[config.mk]
export PLATFORM = sky130hd
export DESIGN_NAME = fastcgi_record_deframer_unit
export DESIGN_NICKNAME = d
export VERILOG_FILES = /design/src/rtl/fcgi_pkg.sv /design/src/rtl/fcgi_parse.sv /design/src/rtl/fcgi_skid.sv /design/src/rtl/fastcgi_record_deframer_unit.sv
export SDC_FILE = /design/constraint.sdc
export NUM_CORES = 1
export LEC_CHECK = 0
export BUFFER_PORTS_ARGS = -buffer_cell sky130_fd_sc_hd__buf_2
export CAP_MARGIN = 15
export CORE_ASPECT_RATIO = 2
export CORE_UTILIZATION = 41
export DETAILED_ROUTE_END_ITERATION = 6
export PLACE_DENSITY_LB_ADDON = 0.05
export SLEW_MARGIN = 20
export SYNTH_ARGS = -nofsm -noshare
export SYNTH_HDL_FRONTEND = slang
export SYNTH_SLANG_ARGS = --single-unit
[constraint.sdc]
create_clock -name clk -period 2.9 [get_ports clk]
set_input_delay 0.145 -clock clk [delete_from_list [all_inputs] [get_ports clk]]
set_output_delay 0.145 -clock clk [all_outputs]
set_load 0.1 [all_outputs]
[src/rtl/fcgi_pkg.sv]
// Shared types and constants for the FastCGI record deframer.
// No dependencies; imported by every module of the block.
package fcgi_pkg;

    localparam logic [7:0]  TYPE_END_REQ     = 8'd3;
    localparam logic [7:0]  TYPE_STDOUT      = 8'd6;
    localparam logic [7:0]  TYPE_STDERR      = 8'd7;
    localparam logic [15:0] DEFAULT_REQ_ID   = 16'd1;

    localparam logic [2:0]  HDR_LAST_IDX     = 3'd7;

    // Event codes on the result channel
    localparam logic [1:0]  EV_DATA     = 2'd0;
    localparam logic [1:0]  EV_END      = 2'd1;
    localparam logic [1:0]  EV_MISMATCH = 2'd2;

    typedef enum logic [1:0] {
        PH_HEADER  = 2'd0,
        PH_CONTENT = 2'd1,
        PH_PADDING = 2'd2
    } phase_t;

    typedef struct packed {
        logic [1:0] event_res;
        logic [7:0] data_byte;
        logic       from_stderr;
        logic       stderr_only;
    } result_t;

endpackage

[src/rtl/fcgi_parse.sv]
// Record parser: header gathering, content/padding counting, event decode.
// Depends on fcgi_pkg.
module fcgi_parse (
    input  logic              clk,
    input  logic              rst_n,
    input  logic              accept,
    input  logic [7:0]        rx_byte,
    input  logic [15:0]       exp_req_id,
    output logic              res_valid,
    output fcgi_pkg::result_t res
);
    import fcgi_pkg::*;

    phase_t      phase_reg, phase_next;
    logic [2:0]  hdr_idx_reg, hdr_idx_next;
    logic [7:0]  rec_type_reg, rec_type_next;
    logic [15:0] rec_id_reg, rec_id_next;
    logic [15:0] content_left_reg, content_left_next;
    logic [7:0]  padding_left_reg, padding_left_next;
    logic        saw_stdout_reg, saw_stdout_next;
    logic        saw_stderr_reg, saw_stderr_next;

    logic is_end, is_stdout, is_stderr;
    logic content_last, pad_last, hdr_last, id_bad;
    logic in_content, in_padding, in_header;
    logic data_hit, end_hit, mismatch_hit;

    assign is_end       = (rec_type_reg == TYPE_END_REQ);
    assign is_stdout    = (rec_type_reg == TYPE_STDOUT);
    assign is_stderr    = (rec_type_reg == TYPE_STDERR);
    assign content_last = (content_left_reg == 16'd1);
    assign pad_last     = (padding_left_reg == 8'd1);
    assign hdr_last     = (hdr_idx_reg == HDR_LAST_IDX);
    assign id_bad       = (rec_id_reg != exp_req_id);

    assign in_content = (phase_reg == PH_CONTENT);
    assign in_padding = (phase_reg == PH_PADDING);
    assign in_header  = !in_content && !in_padding;

    assign data_hit     = in_content && (is_stdout || is_stderr);
    assign mismatch_hit = in_header && hdr_last && id_bad && !is_end;
    assign end_hit      = is_end && (
                              (in_content && content_last && (padding_left_reg == 8'd0))
                           || (in_padding && pad_last)
                           || (in_header && hdr_last && (content_left_reg == 16'd0)
                               && (padding_left_reg == 8'd0)));

    // Next state
    always_comb
    begin
        phase_next        = phase_reg;
        hdr_idx_next      = hdr_idx_reg;
        rec_type_next     = rec_type_reg;
        rec_id_next       = rec_id_reg;
        content_left_next = content_left_reg;
        padding_left_next = padding_left_reg;
        saw_stdout_next   = saw_stdout_reg;
        saw_stderr_next   = saw_stderr_reg;

        unique case (phase_reg)
            PH_CONTENT:
            begin
                content_left_next = content_left_reg - 16'd1;
                if (is_stdout)
                    saw_stdout_next = 1'b1;
                if (is_stderr)
                    saw_stderr_next = 1'b1;
                if (content_last)
                begin
                    if (padding_left_reg != 8'd0)
                        phase_next = PH_PADDING;
                    else
                    begin
                        phase_next   = PH_HEADER;
                        hdr_idx_next = 3'd0;
                    end
                end
            end
            PH_PADDING:
            begin
                padding_left_next = padding_left_reg - 8'd1;
                if (pad_last)
                begin
                    phase_next   = PH_HEADER;
                    hdr_idx_next = 3'd0;
                end
            end
            default:
            begin
                // Unused phase code behaves as header phase
                phase_next   = PH_HEADER;
                hdr_idx_next = hdr_idx_reg + 3'd1;
                case (hdr_idx_reg)
                    3'd1: rec_type_next = rx_byte;
                    3'd2: rec_id_next = {rx_byte, rec_id_reg[7:0]};
                    3'd3: rec_id_next = {rec_id_reg[15:8], rx_byte};
                    3'd4: content_left_next = {rx_byte, content_left_reg[7:0]};
                    3'd5: content_left_next = {content_left_reg[15:8], rx_byte};
                    3'd6: padding_left_next = rx_byte;
                    default: ;
                endcase
                if (hdr_last && !mismatch_hit)
                begin
                    if (content_left_reg != 16'd0)
                        phase_next = PH_CONTENT;
                    else if (padding_left_reg != 8'd0)
                        phase_next = PH_PADDING;
                end
            end
        endcase

        if (end_hit || mismatch_hit)
        begin
            saw_stdout_next = 1'b0;
            saw_stderr_next = 1'b0;
        end
    end

    // Result decode
    always_comb
    begin
        res           = '0;
        res_valid     = accept && (data_hit || end_hit || mismatch_hit);
        if (data_hit)
        begin
            res.event_res   = EV_DATA;
            res.data_byte   = rx_byte;
            res.from_stderr = is_stderr;
        end
        else if (end_hit)
        begin
            res.event_res   = EV_END;
            res.stderr_only = saw_stderr_reg && !saw_stdout_reg;
        end
        else if (mismatch_hit)
            res.event_res = EV_MISMATCH;
    end

    always_ff @(posedge clk or negedge rst_n)
    begin
        if (!rst_n)
        begin
            phase_reg        <= PH_HEADER;
            hdr_idx_reg      <= 3'd0;
            rec_type_reg     <= 8'd0;
            rec_id_reg       <= 16'd0;
            content_left_reg <= 16'd0;
            padding_left_reg <= 8'd0;
            saw_stdout_reg   <= 1'b0;
            saw_stderr_reg   <= 1'b0;
        end
        else if (accept)
        begin
            phase_reg        <= phase_next;
            hdr_idx_reg      <= hdr_idx_next;
            rec_type_reg     <= rec_type_next;
            rec_id_reg       <= rec_id_next;
            content_left_reg <= content_left_next;
            padding_left_reg <= padding_left_next;
            saw_stdout_reg   <= saw_stdout_next;
            saw_stderr_reg   <= saw_stderr_next;
        end
    end

`ifndef ASSERT_OFF
    a_mismatch_on_last_hdr: assert property (@(posedge clk) disable iff (!rst_n)
        (res_valid && res.event_res == EV_MISMATCH) |-> (in_header && hdr_last))
        else $error("id mismatch reported outside last header byte");

    a_flags_clear_after_end: assert property (@(posedge clk) disable iff (!rst_n)
        (res_valid && res.event_res == EV_END) |=> (!saw_stdout_reg && !saw_stderr_reg))
        else $error("seen flags not cleared after end of request");

    a_content_nonzero: assert property (@(posedge clk) disable iff (!rst_n)
        (phase_reg == PH_CONTENT) |-> (content_left_reg != 16'd0))
        else $error("content phase with no content left");
`endif

endmodule

[src/rtl/fcgi_skid.sv]
// Result register with one skid entry, decoupling the parser from output stall.
// Depends on fcgi_pkg.
module fcgi_skid (
    input  logic              clk,
    input  logic              rst_n,
    input  logic              push,
    input  fcgi_pkg::result_t push_data,
    output logic              full,
    output logic              out_valid,
    input  logic              out_stall,
    output fcgi_pkg::result_t out_data
);
    import fcgi_pkg::*;

    logic    out_valid_reg, out_valid_next;
    logic    skid_valid_reg, skid_valid_next;
    result_t out_data_reg, out_data_next;
    result_t skid_data_reg, skid_data_next;
    logic    pop;

    assign pop = out_valid_reg && !out_stall;

    always_comb
    begin
        out_valid_next  = out_valid_reg;
        skid_valid_next = skid_valid_reg;
        out_data_next   = out_data_reg;
        skid_data_next  = skid_data_reg;
        if (!out_valid_reg || pop)
        begin
            if (skid_valid_reg)
            begin
                // advance the held result
                out_valid_next  = 1'b1;
                out_data_next   = skid_data_reg;
                skid_valid_next = 1'b0;
            end
            else
            begin
                out_valid_next = push;
                out_data_next  = push_data;
            end
        end
        else if (push)
        begin
            // output stalled: park the new result
            skid_valid_next = 1'b1;
            skid_data_next  = push_data;
        end
    end

    always_ff @(posedge clk or negedge rst_n)
    begin
        if (!rst_n)
        begin
            out_valid_reg  <= 1'b0;
            skid_valid_reg <= 1'b0;
        end
        else
        begin
            out_valid_reg  <= out_valid_next;
            skid_valid_reg <= skid_valid_next;
        end
    end

    always_ff @(posedge clk)
    begin
        out_data_reg  <= out_data_next;
        skid_data_reg <= skid_data_next;
    end

    assign full      = skid_valid_reg;
    assign out_valid = out_valid_reg;
    assign out_data  = out_data_reg;

`ifndef ASSERT_OFF
    a_skid_implies_out: assert property (@(posedge clk) disable iff (!rst_n)
        skid_valid_reg |-> out_valid_reg)
        else $error("skid entry held with empty output register");

    a_no_push_when_full: assert property (@(posedge clk) disable iff (!rst_n)
        push |-> !skid_valid_reg)
        else $error("result pushed while skid entry occupied");

    a_skid_drains: assert property (@(posedge clk) disable iff (!rst_n)
        (skid_valid_reg && !out_stall) |=> (out_valid_reg && !skid_valid_reg))
        else $error("skid entry not moved to output after transfer");
`endif

endmodule

[src/rtl/fastcgi_record_deframer_unit.sv]
// Top level of the FastCGI response record deframer.
// Depends on fcgi_pkg, fcgi_parse and fcgi_skid.
//
// Takes a FastCGI response stream one byte per transfer and takes one byte
// every clock while in_stall is low: each byte is decoded combinationally by
// the record parser (header byte counter, content and padding down-counters)
// and at most one result per byte is registered, in the output register or,
// while the output is stalled, in the one-entry skid stage behind it, which
// lets the input keep flowing until it is occupied; in_stall rises only then.
// Results: event_res 0 carries a stdout or stderr content byte (from_stderr
// tags the stream), 1 marks the end of a request once the end-request
// record's content and padding are consumed (stderr_only set if stderr bytes
// came and stdout bytes did not), 2 reports a header, not an end-request
// one, whose request id differs from the expected request id. Other record
// content, all padding and the version and reserved header bytes are dropped.
// After an end or a mismatch the parser waits for a fresh header. The expected
// request id resets to 1 and is written through cfg_we/cfg_wdata; the user
// must do so only while the block is idle; the block does not enforce this.
module fastcgi_record_deframer_unit (
    input  logic        clk,
    input  logic        rst_n,
    input  logic        cfg_we,
    input  logic [15:0] cfg_wdata,
    input  logic        in_valid,
    output logic        in_stall,
    input  logic [7:0]  rx_byte,
    output logic        out_valid,
    input  logic        out_stall,
    output logic [1:0]  event_res,
    output logic [7:0]  data_byte,
    output logic        from_stderr,
    output logic        stderr_only
);
    import fcgi_pkg::*;

    logic [15:0] exp_id_reg;
    logic        accept;
    logic        res_valid;
    logic        skid_full;
    result_t     res;
    result_t     out_data;

    // Hold the expected request id until software writes a new one
    always_ff @(posedge clk or negedge rst_n)
    begin
        if (!rst_n)
            exp_id_reg <= DEFAULT_REQ_ID;
        else if (cfg_we)
            exp_id_reg <= cfg_wdata;
    end

    assign in_stall = skid_full;
    assign accept   = in_valid && !skid_full;

    fcgi_parse u_parse (
        .clk        (clk),
        .rst_n      (rst_n),
        .accept     (accept),
        .rx_byte    (rx_byte),
        .exp_req_id (exp_id_reg),
        .res_valid  (res_valid),
        .res        (res)
    );

    fcgi_skid u_skid (
        .clk       (clk),
        .rst_n     (rst_n),
        .push      (res_valid),
        .push_data (res),
        .full      (skid_full),
        .out_valid (out_valid),
        .out_stall (out_stall),
        .out_data  (out_data)
    );

    assign event_res   = out_data.event_res;
    assign data_byte   = out_data.data_byte;
    assign from_stderr = out_data.from_stderr;
    assign stderr_only = out_data.stderr_only;

`ifndef ASSERT_OFF
    a_event_code_legal: assert property (@(posedge clk) disable iff (!rst_n)
        out_valid |-> (event_res == EV_DATA || event_res == EV_END
                       || event_res == EV_MISMATCH))
        else $error("undefined event code on output");

    a_data_zero_on_events: assert property (@(posedge clk) disable iff (!rst_n)
        (out_valid && event_res != EV_DATA) |-> (data_byte == 8'd0 && !from_stderr))
        else $error("payload not cleared on end or mismatch event");

    a_stall_only_when_backed_up: assert property (@(posedge clk) disable iff (!rst_n)
        in_stall |-> out_valid)
        else $error("input stalled with nothing waiting at the output");
`endif

endmodule

==> flow_summary.ini, run 1 <==
[floorplanning]
dieWidth_um = 78.7
row_count = 55
ios = 43
die_h_um = 155
core-area_sq_um = 11400
dieArea_sq_um = 12200
initial_core_util_pct = 42.5

[place]
port_buffers = 42
dpl.hpwl_um = 8470
placedCellCount = 606
pre_cts_ws_ps = 191
gp_congestion = 0.870

[logic_synthesis]
ys_types = 48
synthCells = 433
ys_seq_area_share_pct = 52.9
synth_edf_count = 24
mappedNetlistArea_sq_um = 4820
async_flop_share_pct = 75.3
synth_nets = 475
synth.avg_cell_area_sq_um = 11.1
ys.flop_type = dfrtp_1
ys_seq_elements = 97
yosys_warnings = 0

[sta]
fin_crit_sh_pct = 94.1
fin_skew_ps = 11.8
worst_slew_pin_slew_ps = 959
max_freq_ghz = 0.366
setup_ws_ps = 171
finalCriticalPeriod_ps = 2730
setup_viol = 0
grt_setup_unrepaired = false
hold_viol = 0
slew_headroom_pct = 36.1
fin_setup_tns_ps = 0
maxSlewViolCount = 0

[layout]
final_core_util_pct = 48.6
diodes = 0
final_cell_mix = 72 x dfrtp_1, 47 x mux2_2, 41 x buf_2
fillers = 1049
mostFrequentLayoutCell = dfrtp_1
fin_cells = 623
drive_gt1_share_pct = 26.4
area_growth_pct = 14.6
multi_input_area_sq_um = 2130
nets = 518
register_area_sq_um = 2550

[hold_path]
hold_path_class = in2reg

[detailed_routing]
drtPass1Iterations = 4
drtAntennaViolNets = 0
routed_wl_um = 11500
dr_total_vias = 3517
drc = 0
drt-vias-per-instance = 5.65
drt_iter0_drc = 152
wl_per_cell_um = 18.4

[cts]
cts_root_buf = clkbuf_16
cts.path.max_buffers = 2
post_cts_buffers = 0
insertion_delay_ps = 340
tritoncts = done
numCtsBuffers = 9
cts_sinks = 97
cts_hold_buf = 1
cts_resized = 0
cts_max_level = 3
path_clk_slew_ps = 70

[critical_path]
reg2reg_to = u_skid.skid_data_reg[3]
cp_data_arrival_time_ps = 2780
cp_num_buf_inv = 1
reg2reg_depth = 7
cpMostUsedCell = or4_4
cp_cell_sequence = or4_4 > or4_4 > o32ai_2 > nand2_2 > nand2_1 > o21a_1 > buf_12
crit_family = simple AND/OR/NAND/NOR gates
setup.worst_path.end = u_skid.skid_data_reg[3]
cp_slowest_cell = or4_4
slowest_delay_ps = 580
startpoint = u_parse.padding_left_reg[3]
r2r_setup_slack_ps = 170
crit_type = reg2reg
startpoint_type = register
critical_path.endpoint_type = register
timing.rr.start = u_parse.padding_left_reg[3]
cp_num_cells = 7
cp.required_ps = 2950
critPathMaxFanout = 12

[global_route]
grt_max_degree = 74
antenna_found_initial = 0
gr-total-overflow = 0
grt_usage_pct = 20.1
grt_pass1_vias = 3578
grt_pass1_wl_um = 18500

[power_and_ir_drop]
ir_drop_uv = 458
finalPower_uw = 4980
powerDensity_nw_per_um2 = 902
p_leak_uw = 0.00236

[run]
drv_cap = 0

[run_status]
status = complete, no violations
-- per-stage QoR --
stage	hold slack, ps	instance area [sq um]
after detailed placement	358	5220
after global routing	27.4	5520
after global placement	357	5220
after floorplan	-151	4820
final	30.6	5520
after CTS	22.5	5520
-- final cells by class --
| class | instances | share of cell area [%] |
|---|---|---|
| multi-input combinational | 298 | 38.5 |
| clock buffer | 10 | 4.53 |
| clock inverter | 6 | 0.861 |
| timing repair buffer | 52 | 5.48 |
| tap | 142 | 3.22 |
| inverter | 18 | 1.22 |
| sequential | 97 | 46.1 |
-- report_power, final --
part	total (uW)	internal (uW)	switching, uW
Clock	1180	642	536
Sequential	2150	1810	339
Combinational	1660	650	1000
-- routing by layer --
layer / wire length (um) / GRT usage, % / share of wire [%] / vias to the layer above
met2: 6490 / 38.3 / 57 / 88
met5: 0 / 0 / 0 / -
li1: - / - / - / 1652
met4: 352 / 8.91 / 3.1 / 0
met3: 346 / 2.52 / 3.0 / 27
met1: 4280 / 21.5 / 37 / 1750
-- worst register-to-register path, cell delays in order (launching register included) --
cell and delay (ps):
dfrtp_1 450, or4_4 580, or4_4 530, o32ai_2 230, nand2_2 120, nand2_1 200
o21a_1 190, buf_12 150
-- cells by family after synthesis --
| group | count (synthesis) | share of synthesized area, % |
|---|---|---|
| AO/OA/AOI/OAI | 95 | 12.0 |
| XOR/XNOR | 16 | 2.91 |
| adder cells (fa/ha/maj) | 13 | 3.37 |
| buffers and inverters | 38 | 2.98 |
| flip-flops | 97 | 52.9 |
| multiplexers | 51 | 11.8 |
| AND/OR/NAND/NOR | 123 | 14.1 |
-- synthesized netlist by cell type (3+ instances only) --
cell type | number | share of area, %
xnor2_1 | 16 | 2.9
nor4_1 | 6 | 0.78
nor3_1 | 14 | 1.5
or4_4 | 3 | 0.70
nand2b_1 | 6 | 0.78
o31a_1 | 5 | 0.91
nor2_1 | 19 | 1.5
nor4b_2 | 3 | 0.93
ha_1 | 13 | 3.4
and3_1 | 5 | 0.65
a21oi_1 | 33 | 3.4
o22ai_1 | 4 | 0.52
nand2_1 | 31 | 2.4
and2_1 | 8 | 1.0
nand4_1 | 6 | 0.78
inv_1 | 18 | 1.4
mux2i_1 | 4 | 0.83
or3_1 | 7 | 0.91
a21o_1 | 3 | 0.47
or4_1 | 3 | 0.47
edfxtp_1 | 24 | 15
o21ai_0 | 29 | 3.0
nand3_1 | 6 | 0.62
mux2_2 | 47 | 11
clkbuf_1 | 18 | 1.4
dfrtp_1 | 72 | 37
-- worst min-delay path by stage --
stage / slack (ps) / cells past startpoint / start / to
after detailed placement: 360 / 1 / rst_n / exp_id_reg[11]
final: 30 / 2 / cfg_wdata[6] / exp_id_reg[6]
after floorplan: -150 / 0 / rst_n / exp_id_reg[10]
after global routing: 30 / 2 / cfg_wdata[4] / exp_id_reg[4]
after CTS: 20 / 2 / cfg_wdata[12] / exp_id_reg[12]
after global placement: 360 / 1 / rst_n / exp_id_reg[11]
Note: power is estimated with default switching activity, not from simulation.
==> run 2, diff against run 1 <==
- SYNTH_HIERARCHICAL: not set -> 1
==> run 2 against run 1 <==
First-iteration DRC count is 9.9% higher; sequential share of layout area shrank 1.4 points; via count shrank 2.9%.
==> flow_summary.ini, run 2 <==
[run_status]
status = complete, no violations

[logic_synthesis]
async_flop_share_pct = 75.3
synth.avg_cell_area_sq_um = 11.8
synth_nets = 461
ys_seq_elements = 97
ys_seq_area_share_pct = 51.5
synth_top_family_by_area = multiplexers
synth_compound_gate_area_share_pct = 11.9
synthMuxAreaShare_pct = 14.0
synth-simple-area-share_pct = 13.1
ys.flop_type = dfrtp_1
yosys.area_share.adder_pct = 3.54
ys_types = 61
synth.area.top_cells = dfrtp_1 36%, edfxtp_1 15%, mux2_2 7.5%
yosys_warnings = 6
mappedNetlistArea_sq_um = 4950
synth_top_cell_area_share_pct = 36.4
synth_xor_area_share_pct = 2.83
synth_edf_count = 24
synth_most_common_cell = dfrtp_1
yosys.area.top_type = dfrtp_1
synthCells = 418
synth_common_cells = 72 x dfrtp_1, 33 x mux2_2, 26 x nand2_1, 25 x a21oi_1, 25 x o21ai_0

[critical_path]
cp_cell_sequence = or4b_1 > or3_1 > nor3_2 > nor2_1 > a311o_1 > and3_1 > buf_12
startpoint = u_parse/rec_type_reg[3]
critPathMaxFanout = 12
startpoint_type = register
reg2reg_depth = 7
cp.required_ps = 3010
cp_num_cells = 7
crit_family = simple AND/OR/NAND/NOR gates
r2r_setup_slack_ps = 160
critical_path.endpoint_type = register
cp_data_arrival_time_ps = 2850
timing.rr.start = u_parse/rec_type_reg[3]
cp_num_buf_inv = 1
slowest_delay_ps = 560
setup.worst_path.end = u_skid/skid_data_reg[3]
cp_slowest_cell = or4b_1
reg2reg_to = u_skid/skid_data_reg[3]
crit_type = reg2reg

[sta]
finalCriticalPeriod_ps = 2740
setup_ws_ps = 159
slew_headroom_pct = 35.3
fin_crit_sh_pct = 94.5
fin_setup_tns_ps = 0
hold_viol = 0
max_freq_ghz = 0.365
setup_viol = 0
fin_skew_ps = 7.31
maxSlewViolCount = 0
hold_slack_ps = 26.0
grt_setup_unrepaired = false
worst_slew_pin_slew_ps = 971

[layout]
final_core_util_pct = 48.4
mostFrequentLayoutCell = dfrtp_1
diodes = 0
drive_gt1_share_pct = 28.8
final_cell_mix = 72 x dfrtp_1, 41 x buf_2, 33 x mux2_2
area_growth_pct = 14.9
fillers = 1089
multi_input_area_sq_um = 2240
register_area_sq_um = 2550
nets = 511

[hold_path]
hold_path_class = in2reg

[floorplanning]
die_h_um = 157
core-area_sq_um = 11800
dieArea_sq_um = 12500
row_count = 56
ios = 43
dieWidth_um = 79.7
initial_core_util_pct = 42.1

[cts]
cts_sinks = 97
cts_root_buf = clkbuf_16
tritoncts = done
post_cts_buffers = 0
insertion_delay_ps = 340
path_clk_slew_ps = 70
cts_max_level = 3
cts.path.max_buffers = 2
numCtsBuffers = 9

[detailed_routing]
drc = 0
routed_wl_um = 11400
drtPass1Iterations = 4
drtAntennaViolNets = 0
drt_iter0_drc = 167
wl_per_cell_um = 18.5
drt-vias-per-instance = 5.53
dr_total_vias = 3415

[global_route]
grt_max_degree = 74
gr-total-overflow = 0
grt_usage_pct = 19.9
grt_pass1_wl_um = 18400
antenna_found_initial = 0
grt_pass1_vias = 3556

[place]
port_buffers = 42
dpl.hpwl_um = 8410
gp_congestion = 0.781
pre_cts_ws_ps = 180

[power_and_ir_drop]
p_leak_uw = 0.00247
powerDensity_nw_per_um2 = 827
finalPower_uw = 4710
ir_drop_uv = 411

[run]
drv_cap = 0
run 2: cell types whose count changed after synthesis, moves of 4 or more:
cell      change
mux2_4       +18
mux2_2       -14
a21oi_1       -8
clkbuf_1      -7
nor2_1        -7
o22ai_1       +7
nor3_1        -6
nand2_1       -5
a21boi_0      +4
inv_1         -4
o21ai_0       -4
o31a_1        -4
run 2: power by group:
part           internal, uW  switching [uW]  total [uW]
clock network           758             528        1290
registers              1750             324        2080
logic                   626             719        1340
run 2: worst min-delay path by stage:
stage,start,end,slack (ps),cells after the start
global placement,rst_n,u_parse/content_left_reg[15],350,1
detailed placement,rst_n,u_parse/content_left_reg[15],360,1
floorplan,rst_n,exp_id_reg[10],-150,0
global route,cfg_wdata[12],exp_id_reg[12],20,2
CTS,cfg_wdata[11],exp_id_reg[11],20,2
finish,cfg_wdata[11],exp_id_reg[11],30,2
run 2: timing repair:
item / in CTS / in global routing
resized for setup: 0 / 0
hold endpoints to repair: 24 / 0
hold buffers: 1 / 0
endpoints found under the setup margin: 0 / 0
run 2: cell families after synthesis:
| family | Yosys count |
|---|---|
| xor+xnor | 16 |
| compound gates | 93 |
| buf+inv | 31 |
| mux | 56 |
| fa+ha+maj | 14 |
| simple gates | 111 |
| flops | 97 |
run 2: per-stage QoR:
step	instance area, sq um	instances
floorplan	4950	418
global placement	5350	601
detailed placement	5350	601
CTS	5690	618
global route	5690	618
finish	5690	618
run 2: final cells by class:
type	count	area share (%)
inverters	14	0.923
well taps	145	3.19
flip-flops and latches	97	44.8
clock inverters	5	1.19
multi-input cells	290	39.4
repair buffers	56	5.85
clock buffers	11	4.64
run 2: routing by layer:
metal / vias to the layer above / routed length, um / GRT usage, %
li1: 1654 / - / -
met1: 1688 / 4420 / 20.7
met2: 60 / 6500 / 38.1
met3: 13 / 253 / 3.07
met4: 0 / 265 / 8.23
met5: - / 0 / 0
